===== src/barp_pkg.sv =====
`timescale 1ns / 1ps
// ----------------------------------------------------------------------------
// barp_pkg
// Shared types, constants and elaboration-time tables for the ancestry
// rank probability block.
// ----------------------------------------------------------------------------
package barp_pkg;

  localparam int unsigned CNT_CEIL  = 1023;
  localparam int unsigned TAB_SIZE  = 4 * CNT_CEIL + 4;
  localparam int unsigned TAB_AW    = $clog2(TAB_SIZE);
  localparam int unsigned TAB_W     = 40;
  localparam int unsigned LOG_EW    = $clog2(TAB_AW);
  localparam int unsigned CNT_W     = 10;
  localparam int unsigned ARG_W     = CNT_W + 1;
  localparam int unsigned SUM_W     = ARG_W + 2;
  localparam int unsigned E_W       = 44;
  localparam int unsigned TERM_W    = 45;
  localparam int unsigned PROB_W    = 33;
  localparam int unsigned RANK_W    = 6;
  localparam int unsigned ACC_W     = 64;

  localparam logic [27:0] LN2_Q28     = 28'd186065280;
  localparam logic [30:0] INV_LN2_Q30 = 31'd1549082005;

  localparam logic [PROB_W-1:0]       ONE_Q32   = 33'h1_0000_0000;
  localparam logic signed [ACC_W-1:0] ONE_Q32_W = 64'sh1_0000_0000;
  localparam logic signed [ACC_W-1:0] HALF_Q32  = 64'sh8000_0000;

  localparam logic signed [E_W-1:0] E_HI = 44'sd134217728;
  localparam logic signed [E_W-1:0] E_LO = -44'sd536870912;

  localparam logic [1:0] STATUS_OK   = 2'd0;
  localparam logic [1:0] STATUS_RANK = 2'd1;
  localparam logic [1:0] STATUS_OVF  = 2'd2;

  typedef logic [31:0] root_arr_t [31];

  typedef struct packed {
    logic [CNT_W-1:0] alt_p;
    logic [CNT_W-1:0] ref_p;
    logic [CNT_W-1:0] alt_q;
    logic [CNT_W-1:0] ref_q;
  } sample_t;

  typedef struct packed {
    logic              valid;
    logic [PROB_W-1:0] prob;
    logic [1:0]        status;
  } sel_result_t;

  function automatic logic [63:0] isqrt64(input logic [63:0] x_in);
    logic [63:0] x;
    logic [63:0] r;
    logic [63:0] b;
    x = x_in;
    r = 64'd0;
    b = 64'd1 << 62;
    while (b > x) b = b >> 2;
    while (b != 64'd0) begin
      if (x >= r + b) begin
        x = x - (r + b);
        r = (r >> 1) + b;
      end else begin
        r = r >> 1;
      end
      b = b >> 2;
    end
    return r;
  endfunction

  // 2^(2^-i) in q30, each from the integer square root of the previous one
  function automatic root_arr_t build_roots();
    root_arr_t t;
    t[0] = 32'h8000_0000;
    for (int i = 1; i <= 30; i++) begin
      t[i] = 32'(isqrt64({32'd0, t[i-1]} << 30));
    end
    return t;
  endfunction

  localparam root_arr_t ROOT = build_roots();

endpackage


===== src/barp_rank_select.sv =====
`timescale 1ns / 1ps
// ----------------------------------------------------------------------------
// barp_rank_select
// Probability buffer memory with sample count and overflow flag. On the
// last sample it finds the requested rank by counting, per candidate,
// the smaller and equal entries.
// ----------------------------------------------------------------------------
module barp_rank_select import barp_pkg::*; #(
  parameter int unsigned MAX_SAMPLES = 64
) (
  input  logic               clk_i,
  input  logic               rst_ni,
  input  logic               store_i,
  input  logic [PROB_W-1:0]  prob_i,
  input  logic               last_i,
  input  logic [RANK_W-1:0]  order_rank_i,
  output logic               finish_o,
  output sel_result_t        result_o
);

  localparam int unsigned SC_W  = $clog2(MAX_SAMPLES + 1);
  localparam int unsigned AW    = (MAX_SAMPLES > 1) ? $clog2(MAX_SAMPLES) : 1;
  localparam int unsigned CMP_W = ((SC_W > RANK_W) ? SC_W : RANK_W) + 1;

  typedef enum logic [2:0] {
    S_IDLE, S_CHECK, S_RDI, S_LDI, S_RDJ, S_CMPJ, S_EVAL
  } state_e;

  state_e             state_q;
  logic [SC_W-1:0]    cnt_q;
  logic               ovf_q;
  logic [SC_W-1:0]    i_q, j_q, less_q, eq_q;
  logic [PROB_W-1:0]  vi_q;
  logic               fin_q;
  sel_result_t        res_q;

  logic [PROB_W-1:0]  mem [MAX_SAMPLES];
  logic [PROB_W-1:0]  rd_q;
  logic [AW-1:0]      rd_addr;
  logic               wr_en;
  logic [CMP_W-1:0]   rank_x, less_x, span_x, cnt_x;

  assign wr_en   = (state_q == S_IDLE) && store_i && (cnt_q < SC_W'(MAX_SAMPLES));
  assign rd_addr = (state_q == S_RDI) ? i_q[AW-1:0] : j_q[AW-1:0];

  always_ff @(posedge clk_i) begin
    if (wr_en) mem[cnt_q[AW-1:0]] <= prob_i;
    rd_q <= mem[rd_addr];
  end

  assign rank_x = CMP_W'(order_rank_i);
  assign less_x = CMP_W'(less_q);
  assign span_x = CMP_W'(less_q) + CMP_W'(eq_q);
  assign cnt_x  = CMP_W'(cnt_q);

  always_ff @(posedge clk_i or negedge rst_ni) begin
    if (!rst_ni) begin
      state_q       <= S_IDLE;
      cnt_q         <= '0;
      ovf_q         <= 1'b0;
      fin_q         <= 1'b0;
      res_q.valid   <= 1'b0;
      res_q.prob    <= '0;
      res_q.status  <= STATUS_OK;
      i_q           <= '0;
      j_q           <= '0;
    end else begin
      fin_q       <= 1'b0;
      res_q.valid <= 1'b0;
      case (state_q)
        S_IDLE: begin
          if (store_i) begin
            if (wr_en) cnt_q <= cnt_q + SC_W'(1);
            else       ovf_q <= 1'b1;
            if (last_i) state_q <= S_CHECK;
            else        fin_q   <= 1'b1;
          end
        end
        S_CHECK: begin
          if (rank_x >= cnt_x) begin
            res_q.valid  <= 1'b1;
            res_q.prob   <= '0;
            res_q.status <= STATUS_RANK;
            fin_q        <= 1'b1;
            cnt_q        <= '0;
            ovf_q        <= 1'b0;
            state_q      <= S_IDLE;
          end else begin
            i_q     <= '0;
            state_q <= S_RDI;
          end
        end
        S_RDI: state_q <= S_LDI;
        S_LDI: begin
          vi_q    <= rd_q;
          j_q     <= '0;
          less_q  <= '0;
          eq_q    <= '0;
          state_q <= S_RDJ;
        end
        S_RDJ: state_q <= S_CMPJ;
        S_CMPJ: begin
          if (rd_q < vi_q)  less_q <= less_q + SC_W'(1);
          if (rd_q == vi_q) eq_q   <= eq_q + SC_W'(1);
          j_q <= j_q + SC_W'(1);
          if (j_q + SC_W'(1) == cnt_q) state_q <= S_EVAL;
          else                         state_q <= S_RDJ;
        end
        S_EVAL: begin
          // candidate covers the rank when its equal run straddles it
          if ((less_x <= rank_x) && (rank_x < span_x)) begin
            res_q.valid  <= 1'b1;
            res_q.prob   <= vi_q;
            res_q.status <= ovf_q ? STATUS_OVF : STATUS_OK;
            fin_q        <= 1'b1;
            cnt_q        <= '0;
            ovf_q        <= 1'b0;
            state_q      <= S_IDLE;
          end else begin
            i_q     <= i_q + SC_W'(1);
            state_q <= S_RDI;
          end
        end
        default: state_q <= S_IDLE;
      endcase
    end
  end

  assign finish_o = fin_q;
  assign result_o = res_q;

endmodule


===== config.mk =====
export PLATFORM = sky130hd
export DESIGN_NAME = barp_rank_select
export DESIGN_NICKNAME = d
export VERILOG_FILES = /design/src/barp_pkg.sv /design/src/barp_rank_select.sv
export SDC_FILE = /design/constraint.sdc
export NUM_CORES = 2
export LEC_CHECK = 0
export BUFFER_PORTS_ARGS = -buffer_cell sky130_fd_sc_hd__buf_2
export CORE_ASPECT_RATIO = 1.1
export CORE_MARGIN = 2
export CORE_UTILIZATION = 60
export CTS_CLUSTER_DIAMETER = 120
export CTS_CLUSTER_SIZE = 8
export DETAILED_ROUTE_END_ITERATION = 7
export PLACE_DENSITY = 0.77
export RECOVER_POWER = 25
export SLEW_MARGIN = 20
export SYNTH_ARGS = -nofsm -noshare
export SYNTH_HDL_FRONTEND = slang
export SYNTH_SLANG_ARGS = --single-unit

===== constraint.sdc =====
create_clock -name clk_i -period 9.32 [get_ports clk_i]
set_input_delay 0.466 -clock clk_i [delete_from_list [all_inputs] [get_ports clk_i]]
set_output_delay 0.466 -clock clk_i [all_outputs]
set_load 0.02 [all_outputs]

Yosys cells after proc, flatten, opt, wreduce, memory -nomap -nowiden
Memories as Yosys holds them, arrays and structs flattened. A register that Yosys moved wholly into a read port is not among the register bits.
Index checks and enable logic that the tools add are counted.
Storage, ports and cells
  bits in writable memories: 2112
  input port bits: 43
  bits in latches: 0
  memory bits (read-only): 0
  word-level logic and storage cells: 93
  register bits after elaboration: 109
  output and inout bits: 37
  memories: 1
Operators by class
  div/mod/pow operators: 0
  shifts and indexed selects: 0
  add/subtract/negate cells: 6
  magnitude comparators: 5
  $mul: 0
  eq/ne operators: 18
  bitwise operators: 0
  reductions and logical operators: 15
  muxes and demuxes: 36
Memories
  mem: depth 64, bits a word 33, read ports 1, clocked after Yosys merged registers in 1, write ports 1, RTL line barp_rank_select.sv:37  | logic [PROB_W-1:0] mem [MAX_SAMPLES];
Operators by type and width (count)
  two-way mux 36 bit: 2
  case mux 36 bit (2 select lines): 1
  two-way mux 7 bit: 8
  case mux 7 bit (2 select lines): 4
  adder 7 x 1 -> 7 bit (second input constant): 5
  == test 33 bit: 1
  less-than comparator 33 bit: 1
  case mux 3 bit (7 select lines): 1
  case mux 7 bit (3 select lines): 1
  != test 2 bit (second input constant): 10
  AND reduction 3 bit: 4
  two-way mux 1 bit: 10
  AND reduction 5 bit: 2
  == test 3 bit (second input constant): 3
  adder 7 x 7 -> 8 bit: 1
  less-than comparator 6 x 8 -> 1 bit: 1
  two-way mux 2 bit: 4
  == test 7 bit: 1
  greater-or-equal comparator 6 x 7 -> 1 bit: 1
  less-or-equal comparator 7 x 6 -> 1 bit: 1
  less-than comparator 7 bit (second input constant): 1
  == test 3 x 2 -> 1 bit (second input constant): 2
  two-way mux 3 bit: 2
  two-way mux 6 bit: 1
  other kinds (7): 12

Depth between registers and ports, before layout
  word-level depth: 6
  depth in mapped cells: 15
  depth with buffers taken out: 14

Worst setup path after synthesis
No wires, ideal clock.
  kind: flip-flop to flip-flop
  start: register less_q[0]
  end: register cnt_q[3]
  cell stages (with the launch flop): 16
  buffers on the path: 1
  setup slack: 5742 ps
  data arrival time: 3512 ps
  setup time: 66 ps
  cell sequence: edfxtp_1 -> ha_1 -> fa_1 -> a21o_1 -> a21oi_1 -> xor2_1 -> ha_1 -> o21ai_0 -> a2111oi_0 -> o21a_1 -> a311o_1 -> buf_2 -> and2_1 -> inv_2 -> or4_1 -> nand2_1
Between the ends
  cells in the longest elaborated chain, start to end: 5
RTL lines
  from (decl): RTL line barp_rank_select.sv:32  | logic [SC_W-1:0] i_q, j_q, less_q, eq_q;
  from (signal assigned): RTL line barp_rank_select.sv:103  | if (rd_q < vi_q) less_q <= less_q + SC_W'(1);
  adder 7 x 7 -> 8 bit: RTL line barp_rank_select.sv:53  | assign span_x = CMP_W'(less_q) + CMP_W'(eq_q);
  less-than comparator 6 x 8 -> 1 bit: RTL line barp_rank_select.sv:111  | if ((less_x <= rank_x) && (rank_x < span_x)) begin
  logical AND 1 bit (*): RTL line barp_rank_select.sv:111
  != test 2 bit (no line) (*)
  AND reduction 5 bit (no line) (*)
  to (signal assigned): RTL line barp_rank_select.sv:73  | if (wr_en) cnt_q <= cnt_q + SC_W'(1);
  to (decl): RTL line barp_rank_select.sv:30  | logic [SC_W-1:0] cnt_q;
Every way passes the cells marked *; elsewhere a longest branch is shown, timed or not.
A chain may end at the register's enable or synchronous reset.

Final worst setup path
  start: register state_q[1]
  end: register rd_q[11] (read register of mem)
Between the ends
  cells in the longest elaborated chain, start to end: 2
RTL lines
  from (decl): RTL line barp_rank_select.sv:29  | state_e state_q;
  from (signal assigned): RTL line barp_rank_select.sv:58  | state_q <= S_IDLE;
  from (signal assigned): RTL line barp_rank_select.sv:75  | if (last_i) state_q <= S_CHECK;
  from (signal assigned): RTL line barp_rank_select.sv:87  | state_q <= S_IDLE;
  == test 3 x 2 -> 1 bit: RTL line barp_rank_select.sv:44  | assign rd_addr = (state_q == S_RDI) ? i_q[AW-1:0] : j_q[AW-1:0];
  two-way mux 6 bit: RTL line barp_rank_select.sv:44
  to (decl): RTL line barp_rank_select.sv:38  | logic [PROB_W-1:0] rd_q;
Every way passes these cells.

==> flow_summary.yaml <==
outcome:
  status: "finished with violations"
  violations: "capacitance limit, slew limit"
sta:
  finalSetupViolCount: 0
  clock.fmax_ghz: 0.197
  hold_viol: 0
  hold_ws_ps: 239
  rsz0062_at_grt: "no"
  fin_skew_ps: 47.4
  setup-tns-final_ps: 0
  min_period_over_period: 0.543
  drv_slew: 1281
  min_period_ps: 5060
  slew_headroom: -1.09
  worstMarginPinSlew_ps: 3130
logic_synthesis:
  ys_seq_elements: 2253
  synthDistinctLibCells: 60
  ys.flop_type: "edfxtp_1"
  synthArstFlopShare: 0.0271
  synthCells: 5990
  yosysSeqAreaShare: 0.763
  synth_warnings: 0
  synth-edff-count: 2159
  synthesis.nets: 6096
  synth.avg_cell_area_um2: 14.7
  syn_area_um2: 87900
final_layout:
  finish.net_count: 6277
  final_common_cell: "edfxtp_1"
  syn_to_final_growth_pct: 13.6
  n_fill_cell: 8943
  layout_common_cells: "2159 x edfxtp_1, 1493 x nand2_1, 380 x a31oi_1, 337 x clkbuf_16, 335 x mux2i_1"
  finalNonFillerCells: 8263
  drive_above_1_share: 0.0974
critical_path:
  arrival_ps: 5800
  critPathCaptureType: "flip-flop"
  critPathMaxFanout: 102
  worstSetupPathType: "flip-flop to flip-flop"
  startpoint_type: "flip-flop"
  cp_data_required_time_ps: 10050
grt:
  grt_pass1_vias: 54500
  antenna_found_initial: 20
  grt-ovfl-total: 0
  grt_usage: 0.339
  grt_pass1_wl_um: 365000
  grt_start_max_net_pins: 158
pwr:
  peakVddDrop_mv: 0.280
  p_leak_nw: 35.0
  p_per_area_nw_per_um2: 301
placement:
  placed_cells: 7769
  dpl.hpwl_um: 130000
  port_buffers: 79
  gp_congestion: 0.871
floorplanning:
  die_y_um: 405
  num_rows: 147
  ios: 80
  initial_core_util: 0.603
  core_um2: 146000
  die-area_um2: 150000
  die_w_um: 369
hold_path:
  hold_path_class: "primary input to flip-flop"
clock_tree:
  cts.sinks: 2253
  cts_tree: "built"
  cts.clk_slew.worst_paths_ps: 60
  clkLatencyLatePin_ps: 920
  ctsResizeCount: 0
  cts_buffer_depth: 4
  cts_root_buf: "clkbuf_16"
  cts_max_level: 5
  cts_inserted_buffers: 331
route:
  wire_per_inst_um: 30.9
  vias_per_cell: 6.79
  drtIter0Drc: 9297
  ant_nets: 0
  drc: 0
  drt_wl_total_um: 255000
  route.vias.total: 56100
  firstDrtPassIters: 6
job:
  maxCapViolCount: 20
[where the power goes]
group	internal [mW]	switching, mW
combinational	2.21	5.47
clock	6.52	4.02
sequential	11.4	0.404
[layout make-up]
cell class / count / area (um2) / area share
Antenna cell: 12 / 30.0 / 0.000301
Clock buffer: 469 / 8930 / 0.0895
Clock inverter: 7 / 86.3 / 0.000865
Inverter: 57 / 214 / 0.00214
Multi-Input combinational cell: 3310 / 19500 / 0.195
Sequential cell: 2253 / 67000 / 0.672
Tap cell: 1937 / 2420 / 0.0243
Timing Repair Buffer: 218 / 1610 / 0.0161
[routing by layer]
layer  wire length [um]  GRT usage  up-vias  part of all wire
met2             116000      0.518     4702              0.45
met5                129          0        -           0.00051
li1                   -          -    23100                 -
met3              37600     0.0937      884              0.15
met4              16500      0.196       20             0.065
met1              85300      0.439    27300              0.33
[state kept, by name, indices dropped and copies added, names as in the netlist, 6 cells and up]
register / flops
result_o: 36
eq_q: 7
j_q: 7
i_q: 6
cnt_q: 7
mem: 2112
vi_q: 33
rd_q: 33
less_q: 7
[cell families (layout without fill, tap and decap cells)]
group	count (synthesis)	count (layout)	synth area share
AO/OA/AOI/OAI	811	811	0.0668
XOR/XNOR	29	29	0.00289
adder cells (fa/ha/maj)	63	63	0.00906
buffers and inverters	427	751	0.0218
flip-flops	2253	2253	0.763
multiplexers	336	336	0.0383
other	0	12	0
AND/OR/NAND/NOR	2071	2071	0.0983
[synthesized netlist by cell type, types with 5 or more instances]
cell | n | area share
and3_1 | 104 | 0.0074
nand3b_1 | 6 | 0.00051
a32o_1 | 33 | 0.0038
clkbuf_1 | 179 | 0.0076
a222oi_1 | 33 | 0.0038
mux2i_1 | 335 | 0.038
a21oi_1 | 23 | 0.0013
edfxtp_1 | 2159 | 0.74
a211oi_1 | 5 | 0.00043
ha_1 | 62 | 0.0088
buf_2 | 133 | 0.0076
a32oi_1 | 218 | 0.022
and2_1 | 6 | 0.00043
nor2_1 | 105 | 0.0045
nand3_1 | 278 | 0.016
nand2b_1 | 6 | 0.00043
dfrtp_1 | 61 | 0.017
xor2_1 | 15 | 0.0015
xnor2_1 | 14 | 0.0014
nand2_1 | 1494 | 0.064
o21ai_0 | 58 | 0.0033
nand4_1 | 45 | 0.0032
buf_6 | 5 | 0.00064
o31ai_1 | 5 | 0.00043
a21o_1 | 20 | 0.0017
a22oi_1 | 13 | 0.0011
buf_1 | 23 | 0.00098
buf_4 | 30 | 0.0026
inv_1 | 56 | 0.0024
nor3_1 | 6 | 0.00034
a31oi_1 | 380 | 0.027
dfxtp_1 | 33 | 0.0075
[critical path: stages, from the launching register on]
cell	delay, ps
dfrtp_1	710
or3b_1	640
a21oi_4	590
buf_12	520
buf_4	840
mux2i_1	270
a32oi_1	110
a31oi_1	870
nand4_1	190
[per-stage QoR]
step	util	area (um2)	setup slack [ps]	total power [mW]
after floorplan	-	87900	5740	16.8
after global placement	0.622	90700	4480	19.2
after detailed placement	0.623	90700	4520	19.3
after CTS	0.685	99700	4480	29.8
after global routing	0.685	99700	4190	30.9
final	0.685	99800	4260	30.1
[path summary, 6_finish.rpt]
check | cells after the start | start | slack (ps) | end
worst max-delay path | 8 | state_q[1]$_DFFE_PN0P_ | 4260 | rd_q[11]$_DFF_P_
worst min-delay path | 2 | prob_i[1] | 240 | mem[28][1]$_DFFE_PP_
worst max register to register | 8 | state_q[1]$_DFFE_PN0P_ | 4260 | rd_q[11]$_DFF_P_
worst min register to register | 2 | result_o[2]$_DFFE_PN0P_ | 490 | result_o[2]$_DFFE_PN0P_
max in group asynchronous | 3 | rst_ni | 8510 | result_o[22]$_DFFE_PN0P_
min in group asynchronous | 3 | rst_ni | 250 | j_q[2]$_DFFE_PN0P_
[repair_timing]
action | 4_1_cts | 5_1_grt
hold buffers | 3 | 1
hold endpoints to repair | 63 | 9
setup buffers | 0 | 0
Power figures use the tool's default switching activity.
